## src/rtl/core/tmqs_pkg.sv

```systemverilog
`default_nettype none
// ----------------------------------------------------------------------------
// tmqs_pkg
// shared types, codes and reset values of the timed message queue scheduler
// ----------------------------------------------------------------------------
package tmqs_pkg;

    localparam int QUEUE_DEPTH_DEF = 8;

    localparam int CFG_IDX_W  = 3;
    localparam int CFG_DATA_W = 16;

    // request codes
    localparam logic [2:0] REQ_POST     = 3'd0;
    localparam logic [2:0] REQ_TICK     = 3'd1;
    localparam logic [2:0] REQ_ASK      = 3'd2;
    localparam logic [2:0] REQ_COMPLETE = 3'd3;
    localparam logic [2:0] REQ_CLEAR    = 3'd4;
    localparam logic [2:0] REQ_DRAW     = 3'd5;

    // shown source codes
    localparam logic [1:0] SRC_NONE    = 2'd0;
    localparam logic [1:0] SRC_HEAD    = 2'd1;
    localparam logic [1:0] SRC_REQUEST = 2'd2;

    // register indexes
    localparam logic [CFG_IDX_W-1:0] CFG_MIN_READ    = 3'd0;
    localparam logic [CFG_IDX_W-1:0] CFG_PER_CHAR    = 3'd1;
    localparam logic [CFG_IDX_W-1:0] CFG_MAX_READ    = 3'd2;
    localparam logic [CFG_IDX_W-1:0] CFG_MIN_SHOWN   = 3'd3;
    localparam logic [CFG_IDX_W-1:0] CFG_QUEUED_READ = 3'd4;
    localparam logic [CFG_IDX_W-1:0] CFG_STALE_AGE   = 3'd5;
    localparam logic [CFG_IDX_W-1:0] CFG_SKIP_GRACE  = 3'd6;

    // register reset values
    localparam logic [9:0]  MIN_READ_RST    = 10'd90;
    localparam logic [3:0]  PER_CHAR_RST    = 4'd3;
    localparam logic [9:0]  MAX_READ_RST    = 10'd300;
    localparam logic [9:0]  MIN_SHOWN_RST   = 10'd60;
    localparam logic [9:0]  QUEUED_READ_RST = 10'd180;
    localparam logic [15:0] STALE_AGE_RST   = 16'd900;
    localparam logic [9:0]  SKIP_GRACE_RST  = 10'd30;

    typedef struct packed {
        logic [9:0]  min_read;
        logic [3:0]  per_char;
        logic [9:0]  max_read;
        logic [9:0]  min_shown;
        logic [9:0]  queued_read;
        logic [15:0] stale_age;
        logic [9:0]  skip_grace;
    } cfg_regs_t;

    typedef struct packed {
        logic [15:0] tag;
        logic [9:0]  chars;
        logic [31:0] stamp;
    } entry_t;

endpackage
`default_nettype wire

```

## src/rtl/core/tmqs_cmd_if.sv

```systemverilog
`default_nettype none
// ----------------------------------------------------------------------------
// tmqs_cmd_if
// request channel: one request word per handshake
// ----------------------------------------------------------------------------
interface tmqs_cmd_if;
    logic        valid;
    logic        ready;
    logic [2:0]  req_type;
    logic [15:0] msg_tag;
    logic [9:0]  text_chars;
    logic [3:0]  task_id;
    logic        skip_press;

    modport source (output valid, req_type, msg_tag, text_chars, task_id, skip_press,
                    input ready);
    modport sink (input valid, req_type, msg_tag, text_chars, task_id, skip_press,
                  output ready);
endinterface
`default_nettype wire

```

## src/rtl/core/tmqs_rsp_if.sv

```systemverilog
`default_nettype none
// ----------------------------------------------------------------------------
// tmqs_rsp_if
// result channel: one display status word per handshake
// ----------------------------------------------------------------------------
interface tmqs_rsp_if;
    logic        valid;
    logic        ready;
    logic [1:0]  shown_source;
    logic [15:0] shown_tag;
    logic [3:0]  shown_task;
    logic [3:0]  waiting_count;
    logic [9:0]  remaining_frames;
    logic        redraw;

    modport source (output valid, shown_source, shown_tag, shown_task, waiting_count,
                    remaining_frames, redraw, input ready);
    modport sink (input valid, shown_source, shown_tag, shown_task, waiting_count,
                  remaining_frames, redraw, output ready);
endinterface
`default_nettype wire

```

## src/rtl/core/tmqs_cfg_if.sv

```systemverilog
`default_nettype none
// ----------------------------------------------------------------------------
// tmqs_cfg_if
// register write channel: one index and data word per handshake
// ----------------------------------------------------------------------------
interface tmqs_cfg_if;
    import tmqs_pkg::*;
    logic                  valid;
    logic                  ready;
    logic [CFG_IDX_W-1:0]  reg_index;
    logic [CFG_DATA_W-1:0] wr_data;

    modport source (output valid, reg_index, wr_data, input ready);
    modport sink (input valid, reg_index, wr_data, output ready);
endinterface
`default_nettype wire

```

## src/rtl/core/timed_message_queue_scheduler.sv

```systemverilog
`default_nettype none
// ----------------------------------------------------------------------------
// timed_message_queue_scheduler
// bounded queue of timed messages with dwell, skip, staleness and request slot
// ----------------------------------------------------------------------------
// Requests arrive one word at a time on cmd and each returns exactly one status
// word on rsp. The block works on one request at a time. Queue entries (tag,
// character count, post frame) live in one synchronous memory with a registered
// read; the head's tag is also held in a register so that status needs no read.
// Path from accept to a result in the output register: ask, complete, clear,
// draw and unused codes execute and finish; a post also passes a write state,
// preceded by the compaction walk when the queue is full; a tick on an empty
// queue only executes, otherwise it runs the stale walk when others wait, a
// decision, a head load when the advance loads a new head and a dwell cut when
// others wait behind it. The walk streams one memory entry per cycle (read next
// entry, write kept entry back), so the queue depth sets the worst case. The
// output is registered: a new request is accepted as soon as the last result is
// taken or in the same cycle. Register writes are always accepted and take
// effect at once; they belong in idle periods. The memory has no reset: an
// entry is only read after it has been written.
// ----------------------------------------------------------------------------
module timed_message_queue_scheduler
    import tmqs_pkg::*;
#(
    parameter int QUEUE_DEPTH = QUEUE_DEPTH_DEF
)
(
    input  wire         clk,
    input  wire         rst_n,
    tmqs_cmd_if.sink    cmd,
    tmqs_rsp_if.source  rsp,
    tmqs_cfg_if.sink    cfg
);

    localparam int IDX_W = $clog2(QUEUE_DEPTH);
    localparam int CNT_W = $clog2(QUEUE_DEPTH + 1);
    localparam int SUM_W = CNT_W + 1;

    typedef enum logic [2:0] {
        S_IDLE,
        S_EXEC,
        S_WALK,
        S_POST,
        S_DECIDE,
        S_HEAD,
        S_SHORT,
        S_DONE
    } state_t;

    // physical slot of queue position off, counted from the head
    function automatic logic [IDX_W-1:0] slot(input logic [IDX_W-1:0] head,
                                              input logic [CNT_W-1:0] off);
        logic [SUM_W-1:0] s;
        s = SUM_W'(head) + SUM_W'(off);
        if (s >= SUM_W'(QUEUE_DEPTH))
            s = s - SUM_W'(QUEUE_DEPTH);
        return s[IDX_W-1:0];
    endfunction

    state_t             state_reg;
    cfg_regs_t          cfg_reg;

    // latched request word
    logic [2:0]         op_reg;
    logic [15:0]        tag_reg;
    logic [9:0]         chars_reg;
    logic [3:0]         task_reg;
    logic               skip_reg;

    // scheduler state
    logic [IDX_W-1:0]   head_idx_reg;
    logic [CNT_W-1:0]   fill_reg;
    logic signed [10:0] dwell_reg;
    logic [10:0]        shown_reg;
    logic [31:0]        frame_reg;
    logic [15:0]        req_tag_reg;
    logic [3:0]         req_task_reg;
    logic               req_valid_reg;
    logic               dirty_reg;
    logic [15:0]        head_tag_reg;

    // compaction walk
    logic [CNT_W-1:0]   walk_j_reg;
    logic [CNT_W-1:0]   kept_reg;
    logic               drop_mode_reg;

    // output register
    logic               rsp_valid_reg;
    logic [1:0]         rsp_src_reg;
    logic [15:0]        rsp_tag_reg;
    logic [3:0]         rsp_task_reg;
    logic [3:0]         rsp_count_reg;
    logic [9:0]         rsp_rem_reg;
    logic               rsp_redraw_reg;

    // entry memory
    entry_t             mem [QUEUE_DEPTH];
    entry_t             rd_data_reg;
    logic               mem_we;
    logic               mem_re;
    logic [IDX_W-1:0]   mem_waddr;
    logic [IDX_W-1:0]   mem_raddr;
    entry_t             mem_wdata;

    // derived control
    logic               cmd_fire;
    logic               queue_full;
    logic               walk_last;
    logic               walk_keep;
    logic [CNT_W-1:0]   kept_next;
    logic [31:0]        entry_age;
    logic               dwell_pos;
    logic               advance;
    logic [9:0]         chars_sel;
    logic signed [10:0] start_dwell;
    logic signed [10:0] short_dwell;
    logic [1:0]         res_src;
    logic [15:0]        res_tag;
    logic [3:0]         res_task;
    logic [CNT_W+3:0]   fill_wide;

    assign cmd_fire   = cmd.valid && cmd.ready;
    assign cmd.ready  = (state_reg == S_IDLE) && (!rsp_valid_reg || rsp.ready);
    assign cfg.ready  = 1'b1;
    assign queue_full = (fill_reg == CNT_W'(QUEUE_DEPTH));

    // walk: position 1 goes when dropping the oldest, else stale entries go
    assign entry_age = frame_reg - rd_data_reg.stamp;
    assign walk_keep = drop_mode_reg ? (walk_j_reg != CNT_W'(1))
                                     : !(entry_age > {16'b0, cfg_reg.stale_age});
    assign kept_next = kept_reg + CNT_W'(walk_keep);
    assign walk_last = (SUM_W'(walk_j_reg) + SUM_W'(1)) >= SUM_W'(fill_reg);

    // expiry, or a skip after the grace period
    assign dwell_pos = !dwell_reg[10] && (dwell_reg != 11'sd0);
    assign advance   = !dwell_pos || (skip_reg && (shown_reg >= {1'b0, cfg_reg.skip_grace}));

    assign chars_sel = (state_reg == S_HEAD) ? rd_data_reg.chars : chars_reg;

    tmqs_dwell u_dwell (
        .cfg         (cfg_reg),
        .chars       (chars_sel),
        .shown       (shown_reg),
        .dwell       (dwell_reg),
        .start_dwell (start_dwell),
        .short_dwell (short_dwell)
    );

    // memory port control
    always_comb
    begin
        mem_we    = 1'b0;
        mem_re    = 1'b0;
        mem_waddr = slot(head_idx_reg, kept_reg);
        mem_raddr = slot(head_idx_reg, CNT_W'(1));
        mem_wdata = rd_data_reg;
        unique case (state_reg)
            S_EXEC:
            begin
                // first read of a walk
                if ((op_reg == REQ_POST && queue_full) ||
                    (op_reg == REQ_TICK && fill_reg > CNT_W'(1)))
                    mem_re = 1'b1;
            end
            S_WALK:
            begin
                // write back kept entry while the next one is read
                mem_we = walk_keep && (kept_reg != walk_j_reg);
                if (!walk_last)
                begin
                    mem_re    = 1'b1;
                    mem_raddr = slot(head_idx_reg, walk_j_reg + CNT_W'(1));
                end
            end
            S_POST:
            begin
                mem_we    = 1'b1;
                mem_waddr = slot(head_idx_reg, fill_reg);
                mem_wdata = '{tag: tag_reg, chars: chars_reg, stamp: frame_reg};
            end
            S_DECIDE:
            begin
                // fetch the next head
                mem_re = advance && (fill_reg > CNT_W'(1));
            end
            default:
            begin
            end
        endcase
    end

    always_ff @(posedge clk)
    begin
        if (mem_we)
            mem[mem_waddr] <= mem_wdata;
        if (mem_re)
            rd_data_reg <= mem[mem_raddr];
    end

    // status taken after the update
    assign fill_wide = {4'b0, fill_reg};
    always_comb
    begin
        res_src  = SRC_NONE;
        res_tag  = 16'd0;
        res_task = 4'd0;
        if (fill_reg != '0)
        begin
            res_src = SRC_HEAD;
            res_tag = head_tag_reg;
        end
        else if (req_valid_reg)
        begin
            res_src  = SRC_REQUEST;
            res_tag  = req_tag_reg;
            res_task = req_task_reg;
        end
    end

    // request word and result payload
    always_ff @(posedge clk)
    begin
        if (cmd_fire)
        begin
            op_reg    <= cmd.req_type;
            tag_reg   <= cmd.msg_tag;
            chars_reg <= cmd.text_chars;
            task_reg  <= cmd.task_id;
            skip_reg  <= cmd.skip_press;
        end
        if (state_reg == S_DONE)
        begin
            rsp_src_reg    <= res_src;
            rsp_tag_reg    <= res_tag;
            rsp_task_reg   <= res_task;
            rsp_count_reg  <= fill_wide[3:0];
            rsp_rem_reg    <= dwell_pos ? dwell_reg[9:0] : 10'd0;
            rsp_redraw_reg <= dirty_reg;
        end
    end

    // registers
    always_ff @(posedge clk or negedge rst_n)
    begin
        if (!rst_n)
        begin
            cfg_reg.min_read    <= MIN_READ_RST;
            cfg_reg.per_char    <= PER_CHAR_RST;
            cfg_reg.max_read    <= MAX_READ_RST;
            cfg_reg.min_shown   <= MIN_SHOWN_RST;
            cfg_reg.queued_read <= QUEUED_READ_RST;
            cfg_reg.stale_age   <= STALE_AGE_RST;
            cfg_reg.skip_grace  <= SKIP_GRACE_RST;
        end
        else if (cfg.valid && cfg.ready)
        begin
            unique case (cfg.reg_index)
                CFG_MIN_READ:    cfg_reg.min_read    <= cfg.wr_data[9:0];
                CFG_PER_CHAR:    cfg_reg.per_char    <= cfg.wr_data[3:0];
                CFG_MAX_READ:    cfg_reg.max_read    <= cfg.wr_data[9:0];
                CFG_MIN_SHOWN:   cfg_reg.min_shown   <= cfg.wr_data[9:0];
                CFG_QUEUED_READ: cfg_reg.queued_read <= cfg.wr_data[9:0];
                CFG_STALE_AGE:   cfg_reg.stale_age   <= cfg.wr_data[15:0];
                CFG_SKIP_GRACE:  cfg_reg.skip_grace  <= cfg.wr_data[9:0];
                default:
                begin
                end
            endcase
        end
    end

    // sequencer
    always_ff @(posedge clk or negedge rst_n)
    begin
        if (!rst_n)
        begin
            state_reg     <= S_IDLE;
            head_idx_reg  <= '0;
            fill_reg      <= '0;
            dwell_reg     <= 11'sd0;
            shown_reg     <= '0;
            frame_reg     <= '0;
            req_tag_reg   <= '0;
            req_task_reg  <= '0;
            req_valid_reg <= 1'b0;
            dirty_reg     <= 1'b0;
            head_tag_reg  <= '0;
            walk_j_reg    <= '0;
            kept_reg      <= '0;
            drop_mode_reg <= 1'b0;
            rsp_valid_reg <= 1'b0;
        end
        else
        begin
            if (state_reg == S_DONE)
                rsp_valid_reg <= 1'b1;
            else if (rsp.ready)
                rsp_valid_reg <= 1'b0;

            unique case (state_reg)
                S_IDLE:
                begin
                    if (cmd_fire)
                        state_reg <= S_EXEC;
                end
                S_EXEC:
                begin
                    state_reg <= S_DONE;
                    unique case (op_reg)
                        REQ_POST:
                        begin
                            if (queue_full)
                            begin
                                walk_j_reg    <= CNT_W'(1);
                                kept_reg      <= CNT_W'(1);
                                drop_mode_reg <= 1'b1;
                                state_reg     <= S_WALK;
                            end
                            else
                                state_reg <= S_POST;
                        end
                        REQ_TICK:
                        begin
                            frame_reg <= frame_reg + 32'd1;
                            if (fill_reg != '0)
                            begin
                                if (shown_reg != 11'h7FF)
                                    shown_reg <= shown_reg + 11'd1;
                                dwell_reg <= dwell_reg - 11'sd1;
                                if (fill_reg > CNT_W'(1))
                                begin
                                    walk_j_reg    <= CNT_W'(1);
                                    kept_reg      <= CNT_W'(1);
                                    drop_mode_reg <= 1'b0;
                                    state_reg     <= S_WALK;
                                end
                                else
                                    state_reg <= S_DECIDE;
                            end
                        end
                        REQ_ASK:
                        begin
                            req_tag_reg   <= tag_reg;
                            req_task_reg  <= task_reg;
                            req_valid_reg <= 1'b1;
                            if (fill_reg == '0)
                                dirty_reg <= 1'b1;
                        end
                        REQ_COMPLETE:
                        begin
                            if (req_valid_reg && req_task_reg == task_reg)
                            begin
                                req_valid_reg <= 1'b0;
                                if (fill_reg == '0)
                                    dirty_reg <= 1'b1;
                            end
                        end
                        REQ_CLEAR:
                        begin
                            fill_reg      <= '0;
                            dwell_reg     <= 11'sd0;
                            shown_reg     <= '0;
                            req_valid_reg <= 1'b0;
                            dirty_reg     <= 1'b1;
                        end
                        REQ_DRAW:
                        begin
                            dirty_reg <= 1'b0;
                        end
                        default:
                        begin
                        end
                    endcase
                end
                S_WALK:
                begin
                    kept_reg   <= kept_next;
                    walk_j_reg <= walk_j_reg + CNT_W'(1);
                    if (walk_last)
                    begin
                        fill_reg  <= kept_next;
                        state_reg <= drop_mode_reg ? S_POST : S_DECIDE;
                    end
                end
                S_POST:
                begin
                    fill_reg <= fill_reg + CNT_W'(1);
                    if (fill_reg == '0)
                    begin
                        head_tag_reg <= tag_reg;
                        dwell_reg    <= start_dwell;
                        shown_reg    <= '0;
                        dirty_reg    <= 1'b1;
                    end
                    else
                        dwell_reg <= short_dwell;
                    state_reg <= S_DONE;
                end
                S_DECIDE:
                begin
                    if (advance)
                    begin
                        head_idx_reg <= slot(head_idx_reg, CNT_W'(1));
                        fill_reg     <= fill_reg - CNT_W'(1);
                        if (fill_reg > CNT_W'(1))
                            state_reg <= S_HEAD;
                        else
                        begin
                            // queue ran empty
                            dwell_reg <= 11'sd0;
                            shown_reg <= '0;
                            dirty_reg <= 1'b1;
                            state_reg <= S_DONE;
                        end
                    end
                    else
                        state_reg <= S_DONE;
                end
                S_HEAD:
                begin
                    head_tag_reg <= rd_data_reg.tag;
                    dwell_reg    <= start_dwell;
                    shown_reg    <= '0;
                    dirty_reg    <= 1'b1;
                    state_reg    <= (fill_reg > CNT_W'(1)) ? S_SHORT : S_DONE;
                end
                S_SHORT:
                begin
                    dwell_reg <= short_dwell;
                    state_reg <= S_DONE;
                end
                S_DONE:
                begin
                    state_reg <= S_IDLE;
                end
                default:
                begin
                    state_reg <= S_IDLE;
                end
            endcase
        end
    end

    assign rsp.valid            = rsp_valid_reg;
    assign rsp.shown_source     = rsp_src_reg;
    assign rsp.shown_tag        = rsp_tag_reg;
    assign rsp.shown_task       = rsp_task_reg;
    assign rsp.waiting_count    = rsp_count_reg;
    assign rsp.remaining_frames = rsp_rem_reg;
    assign rsp.redraw           = rsp_redraw_reg;

    // checks

    // fill never exceeds the queue
    a_fill_bound: assert property (@(posedge clk) disable iff (!rst_n)
        fill_reg <= CNT_W'(QUEUE_DEPTH))
        else $error("fill count beyond queue depth");

    // a streaming walk never writes the entry it reads in the same cycle
    a_walk_no_overlap: assert property (@(posedge clk) disable iff (!rst_n)
        (mem_we && mem_re) |-> (mem_waddr != mem_raddr))
        else $error("memory read and write hit the same entry");

    // between requests the dwell is never negative
    a_dwell_idle: assert property (@(posedge clk) disable iff (!rst_n)
        (state_reg == S_IDLE) |-> !dwell_reg[10])
        else $error("negative dwell left after a request");

    // each accepted request yields a result word
    a_done_result: assert property (@(posedge clk) disable iff (!rst_n)
        (state_reg == S_DONE) |=> rsp_valid_reg)
        else $error("result word not presented");

endmodule
`default_nettype wire

```

## src/rtl/core/tmqs_dwell.sv

```systemverilog
`default_nettype none
// ----------------------------------------------------------------------------
// tmqs_dwell
// dwell arithmetic: start value of a new head and the cut while others wait
// ----------------------------------------------------------------------------
module tmqs_dwell
    import tmqs_pkg::*;
(
    input  cfg_regs_t          cfg,
    input  logic [9:0]         chars,
    input  logic [10:0]        shown,
    input  logic signed [10:0] dwell,
    output logic signed [10:0] start_dwell,
    output logic signed [10:0] short_dwell
);

    logic [13:0]        prod;
    logic [14:0]        sum;
    logic signed [12:0] shown_s;
    logic signed [12:0] least_raw;
    logic signed [12:0] least;
    logic signed [12:0] most_raw;
    logic signed [12:0] most;
    logic signed [12:0] dwell_s;

    // min(min_read + per_char * chars, max_read)
    assign prod = cfg.per_char * chars;
    assign sum  = {5'b0, cfg.min_read} + {1'b0, prod};
    assign start_dwell = (sum > {5'b0, cfg.max_read}) ? $signed({1'b0, cfg.max_read})
                                                      : $signed({1'b0, sum[9:0]});

    // keep at least min_shown, linger at most queued_read in all
    assign shown_s   = $signed({2'b00, shown});
    assign least_raw = $signed({3'b000, cfg.min_shown}) - shown_s;
    assign least     = least_raw[12] ? 13'sd0 : least_raw;
    assign most_raw  = $signed({3'b000, cfg.queued_read}) - shown_s;
    assign most      = (most_raw < least) ? least : most_raw;
    assign dwell_s   = $signed({{2{dwell[10]}}, dwell});
    assign short_dwell = (dwell_s > most) ? most[10:0] : dwell;

endmodule
`default_nettype wire

```

## src/flat_wrapper.sv

```systemverilog
// flat-port wrapper written by rule: the top's interface ports become plain ports
module timed_message_queue_scheduler_flat import tmqs_pkg::*;
#(
    parameter int QUEUE_DEPTH = QUEUE_DEPTH_DEF
)
  (clk, rst_n, cmd_valid, cmd_req_type, cmd_msg_tag, cmd_text_chars, cmd_task_id, cmd_skip_press, cmd_ready, rsp_valid, rsp_shown_source, rsp_shown_tag, rsp_shown_task, rsp_waiting_count, rsp_remaining_frames, rsp_redraw, rsp_ready, cfg_valid, cfg_reg_index, cfg_wr_data, cfg_ready);
  tmqs_cmd_if cmd_i ();
  tmqs_rsp_if rsp_i ();
  tmqs_cfg_if cfg_i ();
  input  wire clk;
  input  wire rst_n;
  input wire logic [$bits(cmd_i.valid)-1:0] cmd_valid;
  input wire logic [$bits(cmd_i.req_type)-1:0] cmd_req_type;
  input wire logic [$bits(cmd_i.msg_tag)-1:0] cmd_msg_tag;
  input wire logic [$bits(cmd_i.text_chars)-1:0] cmd_text_chars;
  input wire logic [$bits(cmd_i.task_id)-1:0] cmd_task_id;
  input wire logic [$bits(cmd_i.skip_press)-1:0] cmd_skip_press;
  output wire logic [$bits(cmd_i.ready)-1:0] cmd_ready;
  output wire logic [$bits(rsp_i.valid)-1:0] rsp_valid;
  output wire logic [$bits(rsp_i.shown_source)-1:0] rsp_shown_source;
  output wire logic [$bits(rsp_i.shown_tag)-1:0] rsp_shown_tag;
  output wire logic [$bits(rsp_i.shown_task)-1:0] rsp_shown_task;
  output wire logic [$bits(rsp_i.waiting_count)-1:0] rsp_waiting_count;
  output wire logic [$bits(rsp_i.remaining_frames)-1:0] rsp_remaining_frames;
  output wire logic [$bits(rsp_i.redraw)-1:0] rsp_redraw;
  input wire logic [$bits(rsp_i.ready)-1:0] rsp_ready;
  input wire logic [$bits(cfg_i.valid)-1:0] cfg_valid;
  input wire logic [$bits(cfg_i.reg_index)-1:0] cfg_reg_index;
  input wire logic [$bits(cfg_i.wr_data)-1:0] cfg_wr_data;
  output wire logic [$bits(cfg_i.ready)-1:0] cfg_ready;
  assign cmd_i.valid = cmd_valid;
  assign cmd_i.req_type = cmd_req_type;
  assign cmd_i.msg_tag = cmd_msg_tag;
  assign cmd_i.text_chars = cmd_text_chars;
  assign cmd_i.task_id = cmd_task_id;
  assign cmd_i.skip_press = cmd_skip_press;
  assign cmd_ready = cmd_i.ready;
  assign rsp_valid = rsp_i.valid;
  assign rsp_shown_source = rsp_i.shown_source;
  assign rsp_shown_tag = rsp_i.shown_tag;
  assign rsp_shown_task = rsp_i.shown_task;
  assign rsp_waiting_count = rsp_i.waiting_count;
  assign rsp_remaining_frames = rsp_i.remaining_frames;
  assign rsp_redraw = rsp_i.redraw;
  assign rsp_i.ready = rsp_ready;
  assign cfg_i.valid = cfg_valid;
  assign cfg_i.reg_index = cfg_reg_index;
  assign cfg_i.wr_data = cfg_wr_data;
  assign cfg_ready = cfg_i.ready;
  timed_message_queue_scheduler #(.QUEUE_DEPTH(QUEUE_DEPTH)) u_core (.clk(clk), .rst_n(rst_n), .cmd(cmd_i), .rsp(rsp_i), .cfg(cfg_i));
endmodule
```

## config.mk

```make
export PLATFORM = sky130hd
export DESIGN_NAME = timed_message_queue_scheduler_flat
export DESIGN_NICKNAME = d
export VERILOG_FILES = /design/src/rtl/core/tmqs_pkg.sv /design/src/rtl/core/tmqs_cmd_if.sv /design/src/rtl/core/tmqs_rsp_if.sv /design/src/rtl/core/tmqs_cfg_if.sv /design/src/rtl/core/timed_message_queue_scheduler.sv /design/src/rtl/core/tmqs_dwell.sv /design/src/flat_wrapper.sv
export SDC_FILE = /design/constraint.sdc
export NUM_CORES = 1
export LEC_CHECK = 0
export ABC_AREA = 1
export BUFFER_PORTS_ARGS = -buffer_cell sky130_fd_sc_hd__buf_2
export CAP_MARGIN = 25
export CORE_MARGIN = 5
export CORE_UTILIZATION = 35
export DETAILED_ROUTE_END_ITERATION = 10
export PLACE_DENSITY = 0.52
export SYNTH_ARGS = -nofsm -noshare
export SYNTH_HDL_FRONTEND = slang
export SYNTH_SLANG_ARGS = --single-unit
```

## constraint.sdc

```tcl
create_clock -name clk -period 6.2 [get_ports clk]
set_input_delay 1.24 -clock clk [delete_from_list [all_inputs] [get_ports clk]]
set_output_delay 1.24 -clock clk [all_outputs]
set_load 0.02 [all_outputs]
```

==> metrics.csv <==
metric,value,unit
synth top area cells,"edfxtp_1 (46%), dfrtp_1 (10%), nand2_1 (6.9%), o21ai_0 (6.0%), inv_1 (5.0%)",
DP Wirelength,66200,microns
CTS Sinks,775,
first-pass GRT wire length,159000,microns
largest net degree at the start of global routing,161,
die width,342,microns
post-synth net total,4168,
Hold/Removal Path Class,register to register,
most used flip-flop cell after synthesis,edfxtp_1,
"EDFF count, synth",593,
gpl congestion,0.887,
share of the synthesized area in the top cell type,0.462,
gr usage total,0.173,
Internal,15.2,mW
die span in y,342,microns
Tightest Pin Transition,980,ps
library cells used by synthesis,61,
Reg area,0.0224,sq mm
clock-pin slew on the worst setup and hold paths,60,ps
vias after detailed routing,27400,
die area,0.117,sq mm
Top Ports,98,
CTS tree,done,
sequential share of power,0.313,
critical path class,register to register,
Remaining DRCs,0,
initial antenna violation count,5,
reg2reg setup slack,490,ps
CP max-delay cell,fa_1,
WP data arrival,6310,ps
CTS Buffer Depth,3,
most frequent cell after synthesis,nand2_1,
Synth warnings,0,
pwr/cell area,597,mW/mm^2
DRT iter0 DRCs,1912,
fin. max-slew vios,0,
Sw Share,0.426,
crit end category,register,
CTS buffer count,87,
worst relative slew slack,0.340,
pre-CTS setup slack,282,ps
cell taking the most area after synthesis,edfxtp_1,
core area,0.109,sq mm
port bufs,96,
Nets,4268,
H-tree depth,3,
Initial Utilization,0.353,
final setup margin,489,ps
share of layout cells above drive strength 1,0.0926,
RSZ-0062 raised after global routing,no,
root buffer cell,clkbuf_16,
Comb pwr share,0.474,
Commonest cells post-synth,"nand2_1 (707), edfxtp_1 (593), inv_1 (512), o21ai_0 (465), nor2_1 (429)",
via-per-instance ratio,4.91,
worst skew pair latency,660,ps
sequential area share after synthesis,0.580,
Cells after Synth,3928,
crit path max fanout,24,
Clock Power Share,0.212,
final setup fails,0,
max reg flops,464,
vias in the first global route,26800,
Max Fclk,175,MHz
Leak,18.1,nW
CP peak stage delay,540,ps
multi-input logic area,0.0138,sq mm
syn avg cell area,9.82,sq um
# fillers,10600,
min Tclk post-route,5710,ps
Switch Pwr,11.3,mW
Post-CTS Setup Inserts,0,
synthesized area,0.0386,sq mm
Synth-to-Final Area Change,14.8,%
Max-cap violations,0,
overall power,26.4,mW
status,"complete, no violations",
startpoint types,register,
Cell Rows,121,
Antenna Nets Post-Route,0,
"flops & latches, synth",775,
wire length per cell,18.4,microns
Final Hold Fails,0,
grt ovf,0,
"FFs w/ async S/R, synth",0.235,
worst vdd ir,0.534,mV
drt total wl,102000,microns
period utilization,0.921,
"Req. time, crit path",6800,ps
DR pass1 iterations,5,
Worst Clk Skew,32.0,ps
cells in the final DEF (no fill, tap or decap), types with 5 or more instances in the layout:
cell	n
o21bai_1	6
xor2_1	67
buf_2	95
nand3b_1	12
fa_1	30
mux2_2	16
dfrtp_1	156
o21a_1	9
nand4_1	20
a21oi_4	8
xnor2_1	23
nor3_1	37
inv_1	511
nand3_1	136
o22ai_1	121
nand2_1	706
o21ai_1	48
nor2_1	427
buf_12	16
clkinvlp_4	5
clkbuf_1	15
ha_1	151
clkbuf_16	88
or2_2	5
a21oi_1	105
nor4_1	8
clkinv_1	16
nor3_2	5
dfstp_2	26
bufinv_16	18
clkbuf_8	5
clkinv_2	13
o211ai_1	21
a31oi_1	8
o21ai_0	463
edfxtp_1	593
buf_4	31
inv_2	11
area by class of cell:
class | instances | area share
tap | 1476 | 0.0417
clock inverter | 56 | 0.0189
multi-input combinational | 2490 | 0.312
sequential | 775 | 0.506
clock buffer | 107 | 0.0522
antenna | 3 | 0.000170
inverter | 528 | 0.0450
timing repair buffer | 146 | 0.0247
power groups by stage:
stage                     clock network, mW  registers (mW)  logic, mW
after CTS                              5.76            8.28       12.6
after floorplan                           0            8.39       8.71
after global routing                   5.97            8.39       14.3
final                                  5.60            8.28       12.5
after detailed placement                  0            8.38       12.6
after global placement                    0            8.37       12.5
worst max-delay path, delay by kind of cell, from the launching register on:
family / cells / cell delay, ps
buf+inv: 6 / 590
simple gates: 12 / 1490
xor+xnor: 1 / 170
flops: 1 / 470
fa+ha+maj: 5 / 2220
compound gates: 5 / 690
final timing paths:
| kind | startpoint | endpoint | cells after the start |
|---|---|---|---|
| max in group asynchronous | rst_n | u_core.frame_reg[7] | 2 |
| max reg2reg | u_core.state_reg[2] | u_core.dwell_reg[9] | 29 |
| min in group asynchronous | rst_n | u_core.req_tag_reg[11] | 1 |
| min reg2reg | u_core.cfg_reg[65] | u_core.cfg_reg[65] | 2 |
| min | u_core.cfg_reg[65] | u_core.cfg_reg[65] | 2 |
| max | u_core.state_reg[2] | u_core.dwell_reg[9] | 29 |
metal layers:
layer | track usage | routed length, microns | vias up
met4 | 0.0514 | 2650 | 0
met5 | 0 | 0 | -
li1 | - | - | 13500
met1 | 0.235 | 47200 | 13200
met2 | 0.291 | 48500 | 508
met3 | 0.0213 | 4070 | 151
metrics by stage:
stage | cells | setup TNS [ps] | utilization | hold WS, ps | area [sq um]
after floorplan | 3928 | -102360 | - | 420 | 38600
after global placement | 5410 | 0 | 0.376 | 468 | 41000
after detailed placement | 5412 | 0 | 0.376 | 469 | 41000
after CTS | 5575 | 0 | 0.405 | 488 | 44200
after global routing | 5578 | 0 | 0.406 | 506 | 44300
final | 5581 | 0 | 0.406 | 488 | 44300
kinds of logic (layout without fill, tap and decap cells):
kind of cell    Yosys count  after routing  share of synthesized area
xor+xnor                 90             90                     0.0204
other cells               1              4                  0.0000972
compound gates          818            818                      0.115
buf+inv                 663            837                     0.0667
mux                      17             17                    0.00493
fa+ha+maj               182            182                     0.0649
flops                   775            775                      0.580
simple gates           1382           1382                      0.148
timing repair:
action / in CTS / in global routing
endpoints found under the setup margin: 0 / 11
hold buffers: 0 / 0
resized for setup: 0 / 11
Note: power is estimated with default switching activity, not from simulation.
